==> src/rtl/sbht_pkg.sv <==
`timescale 1ns / 1ps
// ----------------------------------------------------------------------------
// sbht_pkg: shared types and constants for the segment box hit test
// widths of the half-lsb geometry, lane records and output rounding
// ----------------------------------------------------------------------------
package sbht_pkg;

	// coordinate width, signed q16.16
	localparam int CW   = 32;
	// full box size width
	localparam int LW   = CW - 1;
	// point in half-lsb units
	localparam int HW   = CW + 1;
	// deltas and edges in half-lsb units
	localparam int DW   = CW + 2;
	// offsets relative to the segment start
	localparam int NW   = CW + 3;
	// magnitudes, divisor and quotient
	localparam int MW   = DW;
	localparam int QW   = MW;
	// split point of the wide multiplies
	localparam int SPL  = MW / 2;
	// full products
	localparam int PW   = 2 * MW;
	localparam int PARW = (MW - 1) + LW;
	// crossing coordinate before rounding
	localparam int PBW  = CW + 4;

	// epsilon register
	localparam int EPS_W = 33;
	localparam logic [EPS_W-1:0] EPS_RESET = EPS_W'(4294967);

	// registered stages in one lane: four front stages, the divide chain, the finish
	localparam int LANE_LAT = QW + 5;

	localparam logic signed [PBW:0] SAT_HI = signed'((PBW + 1)'({(CW - 1){1'b1}}));
	localparam logic signed [PBW:0] SAT_LO = -SAT_HI - (PBW + 1)'(1);

	typedef enum logic [1:0] {
		SIDE_TOP    = 2'd0,
		SIDE_BOTTOM = 2'd1,
		SIDE_LEFT   = 2'd2,
		SIDE_RIGHT  = 2'd3
	} side_t;

	// one candidate edge, a is the axis across the edge and b the axis along it
	typedef struct packed {
		logic signed [HW-1:0] sa;
		logic signed [HW-1:0] sb;
		logic signed [DW-1:0] da;
		logic signed [DW-1:0] db;
		logic signed [DW-1:0] c;
		logic signed [DW-1:0] lo;
		logic signed [DW-1:0] hi;
		logic [LW-1:0]        len;
		side_t                side;
	} lane_in_t;

	// what rides along the divide chain
	typedef struct packed {
		logic signed [HW-1:0] sb;
		logic                 db_neg;
		logic signed [NW-1:0] lrel;
		logic signed [NW-1:0] hrel;
		logic signed [NW-1:0] nlrel;
		logic signed [NW-1:0] nhrel;
		logic signed [DW-1:0] c;
		side_t                side;
		logic                 ok_pre;
	} div_ctx_t;

	typedef struct packed {
		logic                  ok;
		logic signed [PBW-1:0] pb;
		logic signed [DW-1:0]  c;
		side_t                 side;
	} lane_res_t;

	// half-lsb value to lsb, round half up, saturate
	function automatic logic [CW-1:0] round_sat(input logic signed [PBW-1:0] v);
		logic signed [PBW:0] t;
		logic signed [PBW:0] s;
		t = (PBW + 1)'(v) + (PBW + 1)'(1);
		s = t >>> 1;
		if (s > SAT_HI)
			return CW'(SAT_HI);
		else if (s < SAT_LO)
			return CW'(SAT_LO);
		else
			return CW'(s);
	endfunction

endpackage

==> src/rtl/sbht_div_step.sv <==
`timescale 1ns / 1ps
// ----------------------------------------------------------------------------
// sbht_div_step: one restoring divide step
// one quotient bit per stage, context rides along
// ----------------------------------------------------------------------------
module sbht_div_step (
	input  logic                      clk,
	input  logic                      en,
	input  logic [sbht_pkg::MW-1:0]   d_i,
	input  logic [sbht_pkg::MW-1:0]   rem_i,
	input  logic [sbht_pkg::QW-1:0]   num_i,
	input  logic [sbht_pkg::QW-1:0]   q_i,
	input  sbht_pkg::div_ctx_t        ctx_i,
	output logic [sbht_pkg::MW-1:0]   d_o,
	output logic [sbht_pkg::MW-1:0]   rem_o,
	output logic [sbht_pkg::QW-1:0]   num_o,
	output logic [sbht_pkg::QW-1:0]   q_o,
	output sbht_pkg::div_ctx_t        ctx_o
);
	import sbht_pkg::*;

	logic [MW:0]   tmp;
	logic [MW:0]   diff;
	logic          ge;
	logic [MW-1:0] rem_n;

	logic [MW-1:0] d_s1;
	logic [MW-1:0] rem_s1;
	logic [QW-1:0] num_s1;
	logic [QW-1:0] q_s1;
	div_ctx_t      ctx_s1;

	always_comb begin
		tmp   = {rem_i, num_i[QW-1]};
		diff  = tmp - {1'b0, d_i};
		ge    = tmp >= {1'b0, d_i};
		rem_n = ge ? diff[MW-1:0] : tmp[MW-1:0];
	end

	always_ff @(posedge clk) begin
		if (en) begin
			d_s1   <= d_i;
			rem_s1 <= rem_n;
			num_s1 <= {num_i[QW-2:0], 1'b0};
			q_s1   <= {q_i[QW-2:0], ge};
			ctx_s1 <= ctx_i;
		end
	end

	assign d_o   = d_s1;
	assign rem_o = rem_s1;
	assign num_o = num_s1;
	assign q_o   = q_s1;
	assign ctx_o = ctx_s1;

endmodule

==> config.mk <==
export PLATFORM = sky130hd
export DESIGN_NAME = sbht_div_step
export DESIGN_NICKNAME = d
export VERILOG_FILES = /design/src/rtl/sbht_pkg.sv /design/src/rtl/sbht_div_step.sv
export SDC_FILE = /design/constraint.sdc
export NUM_CORES = 1
export LEC_CHECK = 0
export BUFFER_PORTS_ARGS = -buffer_cell sky130_fd_sc_hd__buf_2
export CAP_MARGIN = 10
export CELL_PAD_IN_SITES_DETAIL_PLACEMENT = 1
export CELL_PAD_IN_SITES_GLOBAL_PLACEMENT = 1
export CORE_AREA = 2 2 268 270
export DETAILED_ROUTE_END_ITERATION = 10
export DIE_AREA = 0 0 270 272
export GPL_TIMING_DRIVEN = 0
export PLACE_DENSITY_LB_ADDON = 0.08
export SLEW_MARGIN = 20
export SYNTH_ARGS = -nofsm -noshare
export SYNTH_HDL_FRONTEND = slang
export SYNTH_SLANG_ARGS = --single-unit
==> constraint.sdc <==
create_clock -name clk -period 3 [get_ports clk]
set_input_delay 0.6 -clock clk [delete_from_list [all_inputs] [get_ports clk]]
set_output_delay 0.6 -clock clk [all_outputs]
set_load 0.01 [all_outputs]
# [Word level (Yosys, flattened, before mapping)]
# Cells that the tools add are included.
[totals] register_bits=346 latch_bits=0 ramBits=0 mem_bits_ro=0 elab_cells=16 n_memories=0
[classes] addsub=1 n_mul=0 div=0 order_cmp=1 n_eq_ne=0 n_shift=0 mux=1 bitwise_logic=0 n_reduce_logical=0
[op_table] operator="$ge 35x34->1" n=1
[op_table] operator="$mux 34" n=1
[op_table] operator="$sub 34x34->34" n=1

# [Longest topological paths before layout]
# Gate-level depths: netlist (run 1).
[depth] word_depth=2 depth_mapped=13 depth_no_buf=12

# [Least setup slack after synthesis (run 1)]
# No wires, ideal clock.
[synth_timing] path_kind="input port to flip-flop" from="in num_i[33] (netlist bit)" to="reg rem_s1[32] (netlist: rem_o[32]) (data pin)" t_arrival_ns=2.817 required_ns=2.745 setup_slack_ns=-0.072 stages=12 n_path_buf=0 cell_sequence="inv_1 -> ha_1 -> inv_1 -> fa_1 -> a21oi_1 -> o211ai_1 -> a211oi_2 -> o22ai_1 -> o2111ai_1 -> a41oi_1 -> or3_1 -> a31o_1"
[synth_via] elab_chain_cells=2
[synth_rtl] element="start, declared" line_no="sbht_div_step.sv:11" text="input logic [sbht_pkg::QW-1:0] num_i,"
[synth_rtl] element="$sub 34x34->34 / $ge 35x34->1 (equally long branches)" line_no="sbht_div_step.sv:35, sbht_div_step.sv:36"
[synth_rtl] element="$mux 34 (*)" line_no="sbht_div_step.sv:37" text="rem_n = ge ? diff[MW-1:0] : tmp[MW-1:0];"
[synth_rtl] element="named net rem_n[32]" line_no="sbht_div_step.sv:25" text="logic [MW-1:0] rem_n;"
[synth_rtl] element="end signal, assigned" line_no="sbht_div_step.sv:43" text="rem_s1 <= rem_n;"
[synth_rtl] element="end, declared" line_no="sbht_div_step.sv:28" text="logic [MW-1:0] rem_s1;"
# The timed path passes the listed nets; every way through them passes the cells marked *.
# A chain may end at the register's enable or synchronous reset.

# [Final worst setup path (run 1)]
# Same ends and word-level chain as after synthesis.

==> results of run 1 <==
## cells in the final DEF (no fill, tap or decap), drive strengths merged, types with 3 or more instances in the layout
cell    netlist  routed
nand2b        4       4
edfxtp      346     346
o21ai        48      48
o31ai         4       4
a211oi        4       4
o21a          3       3
nor3          6       6
xnor2        16      16
inv          42      44
buf          10     718
o211ai        5       5
mux2          4       4
ha           34      34
and2          4       4
nand2        52      52
and3          3       3
or3           3       3
clkinv        0      23
a21oi        34      34
o21bai        4       4
xor2         13      13
diode         0      10
nand3         7       7
nor2         22      22
clkbuf       12      62
nand4         9       9
a31oi         3       3
a21o         11      11
## where the power goes
part | switching [mW] | internal [mW] | leakage [nW] | total [mW]
Combinational | 1.04 | 0.679 | 3.95 | 1.72
Clock | 2.11 | 2.78 | 0.637 | 4.89
Sequential | 0.0897 | 5.81 | 3.39 | 5.90
## state kept, by name (all words and copies together), names as in the netlist
signal	count
num_o	33
d_o	34
rem_o	34
q_o	34
ctx_o	211
## Yosys cell counts, types with 6 or more instances
cell type and number:
sky130_fd_sc_hd__edfxtp_1 346, sky130_fd_sc_hd__nand2_1 52, sky130_fd_sc_hd__o21ai_0 44, sky130_fd_sc_hd__inv_1 41
sky130_fd_sc_hd__ha_1 34, sky130_fd_sc_hd__a21oi_1 32, sky130_fd_sc_hd__nor2_1 22, sky130_fd_sc_hd__xnor2_1 16
sky130_fd_sc_hd__xor2_1 13, sky130_fd_sc_hd__a21o_1 11, sky130_fd_sc_hd__clkbuf_1 9, sky130_fd_sc_hd__nand4_1 9
sky130_fd_sc_hd__nand3_1 7, sky130_fd_sc_hd__nor3_1 6
## routing by layer
layer / global-route usage [%] / routed length [um]
met1: 14.4 / 19200
met2: 27.4 / 30200
met3: 5.77 / 4500
met4: 4.44 / 1440
met5: 0 / 194
## layout make-up
class,instances,area (um^2)
repair buffers,707,3660
plain buffers,20,118
clock buffers,53,1130
clock inverters,26,169
flip-flops and latches,346,10400
inverters,42,163
well taps,950,1190
diodes,10,25.0
fillers,7884,51700
multi-input cells,317,2200
## repair_timing
action | CTS | global route
resized for setup | 5 | 11
hold buffers | 0 | 0
pin swaps | 4 | 4
setup endpoints to repair | 23 | 26
cloned | 0 | 0
buffers inserted | 8 | 2
## logic make-up (layout without fill, tap and decap cells)
logic type,count (synthesis),count (layout)
AO/OA/AOI/OAI,131,131
buffers and inverters,64,848
other,1,11
adder cells (fa/ha/maj),35,35
AND/OR/NAND/NOR,117,117
flip-flops,346,346
multiplexers,4,4
XOR/XNOR,29,29
## final timing paths
check,start,end
worst max-delay path,num_i[33],rem_o[32]
worst min-delay path,ctx_i[92],ctx_o[92]
==> impl_summary.log, run 1 <==
INFO  metric synth_nets = 1111
INFO  metric design.die.area = 73400 um^2
INFO  metric final-max-slew-violation-count = 0
INFO  metric synthAdderAreaFrac = 3.49%
INFO  metric area_delta_synth_final = 49.1%
INFO  metric finish.net_count = 1862
INFO  metric dp_cells = 2374
INFO  metric number_of_enable_flip_flop_cells_after_synthesis = 346
INFO  metric cp-end-kind = flip-flop
INFO  metric synth.lib_cells_used.distinct = 57
INFO  metric post_drt_via_cell_ratio = 3.78
INFO  metric total_of_max_cap_violations = 0
INFO  metric final_min_period_over_clock_period = 94.5%
INFO  metric routed_wire_length_per_instance = 22.5 um
INFO  metric critical_path_buf_inv_count = 5
INFO  metric cts_made_buffers = 44
INFO  metric power.static_leakage = 7.98 nW
INFO  metric critPathMaxStageDelay = 0.39 ns
INFO  metric synthesized_area_fraction_occupied_by_ao_oa_aoi_and_oai_cells = 6.42%
INFO  metric critical_path_required = 3.31 ns
INFO  metric gp_congestion = 0.781
INFO  metric yosys.area.top_type = sky130_fd_sc_hd__edfxtp_1
INFO  metric total_number_of_placement_rows = 98
INFO  metric criticalPathCategory = input port to flip-flop
INFO  metric worstPathCellList = buf_2 > inv_6 > ha_4 > inv_2 > fa_2 > a21oi_4 > o211ai_1 > buf_4 > a211oi_4 > buf_4 > o22ai_2 > o2111ai_2 > a41oi_2 > or3_1 > a31o_1
INFO  metric width_of_the_die = 270 um
INFO  metric utilization = 26.9%
INFO  metric timing.final.crit_period = 2.84 ns
INFO  metric ys_async_sr_fraction = 0%
INFO  metric worstMarginPinSlew = 0.593 ns
INFO  metric grt_max_degree = 92
INFO  metric critical_path_peak_fanout = 3
INFO  metric hold-worst-slack = 0.198 ns
INFO  metric clock_path_buffers = 3
INFO  metric finish.cell_count_without_fillers = 2471
INFO  metric synth_top_area_share = 81.3%
INFO  metric boundaryPins = 696
INFO  metric cts.clk_slew.worst_paths = 0.06 ns
INFO  metric grt-ovfl-total = 0
INFO  metric syn_area_per_cell = 17.6 um^2
INFO  metric io_buffer_count = 693
INFO  metric grt_usage = 14.5%
INFO  metric floorplan.die.height = 272 um
INFO  metric initial_antenna_violation_count = 29
INFO  metric timing.critical_path.mode_cell = sky130_fd_sc_hd__buf_4
INFO  metric final_hold_viol_count = 0
INFO  metric area_share_of_xor_xnor_cells_in_the_synthesized_design = 1.99%
INFO  metric cp_top_family = compound AO/OA/AOI/OAI gates
INFO  metric post_synth_mux_area_share = 0.353%
INFO  metric drt_drc_violations_left = 0
INFO  metric netlist_instances = 727
INFO  metric ys.flop_type = sky130_fd_sc_hd__edfxtp_1
INFO  metric detail_route.iter0.violations = 370
INFO  metric grt_setup_unrepaired = false
INFO  metric ratio_of_total_power_to_cell_area = 657 nW/um^2
INFO  metric final_hpwl_from_detailed_placement = 44900 um
INFO  metric main_combinational_cell_family_by_area_after_synthesis = compound AO/OA/AOI/OAI gates
INFO  metric yosys_register_bits = 346
INFO  metric postRouteWirelength = 55500 um
INFO  metric fp.coreArea = 70800 um^2
INFO  metric detailed_router_iteration_count_before_antenna_repair = 4
INFO  metric grt_pass1_wl = 76100 um
INFO  metric layout_setup_ws = 0.165 ns
INFO  metric synthesis.area = 12800 um^2
INFO  metric layout-drive-gt1-share = 53.1%
INFO  metric detailed_place.area = 17600 um^2
INFO  metric worst_path_max_delay_cell = sky130_fd_sc_hd__fa_2
INFO  metric clk_root_buffer_cell = sky130_fd_sc_hd__clkbuf_16
INFO  metric fmax = 353 MHz
INFO  metric peakVddDrop = 0.321 mV
INFO  metric cp.depth = 15
INFO  metric clock_sink_count = 346
INFO  metric hold_path.class = input port to flip-flop
INFO  metric outcome = completed
INFO  metric fin_tns_setup = 0 ns
INFO  metric tritoncts = yes
INFO  metric vias_in_the_first_global_route = 9709
INFO  metric htree_num_levels = 2
INFO  metric route.antenna.remaining_nets = 0
INFO  metric ys.warnings.count = 0
INFO  metric synth.yosys.seq_area_share = 81.3%
INFO  metric vias = 9344
INFO  metric post-route-cell-area = 19100 um^2
INFO  metric synth_simple_gate_area_share = 4.17%
INFO  metric relSlewSlack = 60.5%
INFO  metric timing.final.setup_violations = 0
INFO  metric worst_hold_path.num_cells = 1
INFO  metric worst_ep_arrival_time = 3.15 ns
INFO  metric start_util = 18.1%
INFO  metric place_worst_setup_slack = -0.970 ns
INFO  metric finalPower = 12.5 mW
INFO  metric critical_path.startpoint_type = input port
INFO  metric post_synth_main_area_contributors = sky130_fd_sc_hd__edfxtp_1, sky130_fd_sc_hd__ha_1, sky130_fd_sc_hd__o21ai_0, sky130_fd_sc_hd__nand2_1, sky130_fd_sc_hd__a21oi_1
Note: power is estimated with default switching activity, not from simulation.
==> run 2: changes to the inputs <==
--- a/config.mk
+++ b/config.mk
@@ -12,7 +12,7 @@
 export CORE_AREA = 2 2 268 270
 export DETAILED_ROUTE_END_ITERATION = 10
 export DIE_AREA = 0 0 270 272
-export GPL_TIMING_DRIVEN = 0
+export GPL_TIMING_DRIVEN = 1
 export PLACE_DENSITY_LB_ADDON = 0.08
 export SLEW_MARGIN = 20
 export SYNTH_ARGS = -nofsm -noshare
==> impl_summary.log, run 2 (same netlist as run 1, synthesis figures left out) <==
INFO  metric clock_sink_count = 346
INFO  metric cts_setup_buffers = 0
INFO  metric finish.net_count = 1964
INFO  metric layout.cells.most_common = sky130_fd_sc_hd__buf_2
INFO  metric detailed_place.area = 18400 um^2
INFO  metric largest_register_ffs = 211
INFO  metric ctsHoldBuffers = 0
INFO  metric dp_cells = 2483
INFO  metric boundaryPins = 696
INFO  metric tritoncts = yes
INFO  metric grt-ovfl-total = 0
INFO  metric hold-worst-slack = 0.184 ns
INFO  metric worstMarginPinSlew = 0.530 ns
INFO  metric outcome = completed
INFO  metric total_of_max_cap_violations = 0
INFO  metric final_hpwl_from_detailed_placement = 44300 um
INFO  metric grt_setup_unrepaired = false
INFO  metric fp.coreArea = 70800 um^2
INFO  metric initial_antenna_violation_count = 26
INFO  metric total_number_of_placement_rows = 98
INFO  metric ratio_of_total_power_to_cell_area = 655 nW/um^2
INFO  metric critical_path_required = 3.32 ns
INFO  metric hold_path.class = input port to flip-flop
INFO  metric routed_wire_length_per_instance = 20.9 um
INFO  metric grt_pass1_wl = 75000 um
INFO  metric finalPower = 13.0 mW
INFO  metric grt_max_degree = 82
INFO  metric area_delta_synth_final = 55.7%
INFO  metric design.die.area = 73400 um^2
INFO  metric clk_root_buffer_cell = sky130_fd_sc_hd__clkbuf_16
INFO  metric post_drt_via_cell_ratio = 3.73
INFO  metric grt_usage = 14.1%
INFO  metric peakVddDrop = 0.360 mV
INFO  metric timing.final.crit_period = 2.77 ns
INFO  metric cts_made_buffers = 45
INFO  metric finish.cell_count_without_fillers = 2578
INFO  metric timing.final.setup_violations = 0
INFO  metric route.antenna.remaining_nets = 0
INFO  metric layout.cells.most_common_list = sky130_fd_sc_hd__buf_2, sky130_fd_sc_hd__edfxtp_1, sky130_fd_sc_hd__buf_4
INFO  metric vias = 9608
INFO  metric criticalPathCategory = input port to flip-flop
INFO  metric fin_tns_setup = 0 ns
INFO  metric vias_in_the_first_global_route = 10100
INFO  metric final-max-slew-violation-count = 0
INFO  metric power.static_leakage = 8.54 nW
INFO  metric cts.clk_slew.worst_paths = 0.06 ns
INFO  metric drt_drc_violations_left = 0
INFO  metric cp-end-kind = flip-flop
INFO  metric critical_path_peak_fanout = 3
INFO  metric worst_ep_arrival_time = 3.10 ns
INFO  metric htree_num_levels = 2
INFO  metric clock_path_buffers = 3
INFO  metric gp_congestion = 0.808
INFO  metric relSlewSlack = 64.6%
INFO  metric floorplan.die.height = 272 um
INFO  metric fmax = 361 MHz
INFO  metric detailed_router_iteration_count_before_antenna_repair = 4
INFO  metric critical_path.startpoint_type = input port
INFO  metric post-route-cell-area = 19900 um^2
INFO  metric layout-drive-gt1-share = 56.2%
INFO  metric final_min_period_over_clock_period = 92.4%
INFO  metric final_hold_viol_count = 0
INFO  metric start_util = 18.1%
INFO  metric detail_route.iter0.violations = 398
INFO  metric width_of_the_die = 270 um
INFO  metric postRouteWirelength = 53900 um
INFO  metric io_buffer_count = 693
INFO  metric post_cts_resize_count = 0
[run 2: cell types whose count changed in the layout (fill, tap and decap cells not counted), sizes merged]
cell / before / now
clkinvlp: 0 / 1
inv: 44 / 43
diode: 10 / 13
buf: 718 / 828
bufinv: 1 / 4
clkbuf: 62 / 52
clkinv: 23 / 24
[run 2: per-layer routing]
| layer | global-route usage, % | wire [um] | share of wire (%) | vias up |
|---|---|---|---|---|
| met1 | 14.2 | 18500 | 34 | 4652 |
| met5 | 0 | 107 | 0.20 | - |
| li1 | - | - | - | 4495 |
| met3 | 5.27 | 4350 | 8.1 | 102 |
| met2 | 26.8 | 29600 | 55 | 341 |
| met4 | 4.37 | 1210 | 2.2 | 18 |
[run 2: area by class of cell]
cell class | instances | area, um^2
multi-input combinational | 317 | 2130
clock buffer | 52 | 1150
sequential | 346 | 10400
antenna | 13 | 32.5
fill | 7869 | 50900
tap | 950 | 1190
inverter | 42 | 163
clock inverter | 30 | 299
timing repair buffer | 828 | 4540
[run 2: metrics by stage]
stage / utilization [%] / setup WS (ns)
detailed placement: 26.0 / -0.470
global route: 28.1 / 0.0305
CTS: 28.1 / 0.129
global placement: 26.0 / -0.473
finish: 28.1 / 0.227
floorplan: - / 0.00343
[run 2: final timing paths]
| check | from | end | cells past startpoint |
|---|---|---|---|
| worst min-delay path | ctx_i[33] | ctx_o[33] | 1 |
| worst max-delay path | num_i[33] | rem_o[32] | 13 |
[run 2: where the power goes]
group	leakage (nW)	internal, mW	total [mW]	switching, mW
Clock	0.704	3.12	5.29	2.17
Combinational	4.45	0.811	1.85	1.04
Sequential	3.39	5.81	5.90	0.0928
[run 2: worst max-delay path, stage by stage]
cell	delay [ns]
sky130_fd_sc_hd__buf_2	0.13
sky130_fd_sc_hd__inv_6	0.05
sky130_fd_sc_hd__ha_4	0.13
sky130_fd_sc_hd__inv_2	0.04
sky130_fd_sc_hd__fa_2	0.36
sky130_fd_sc_hd__a21oi_2	0.18
sky130_fd_sc_hd__o211ai_1	0.20
sky130_fd_sc_hd__a211oi_2	0.30
sky130_fd_sc_hd__o22ai_1	0.17
sky130_fd_sc_hd__o2111ai_1	0.24
sky130_fd_sc_hd__a41oi_1	0.15
sky130_fd_sc_hd__or3_1	0.37
sky130_fd_sc_hd__a31o_1	0.18
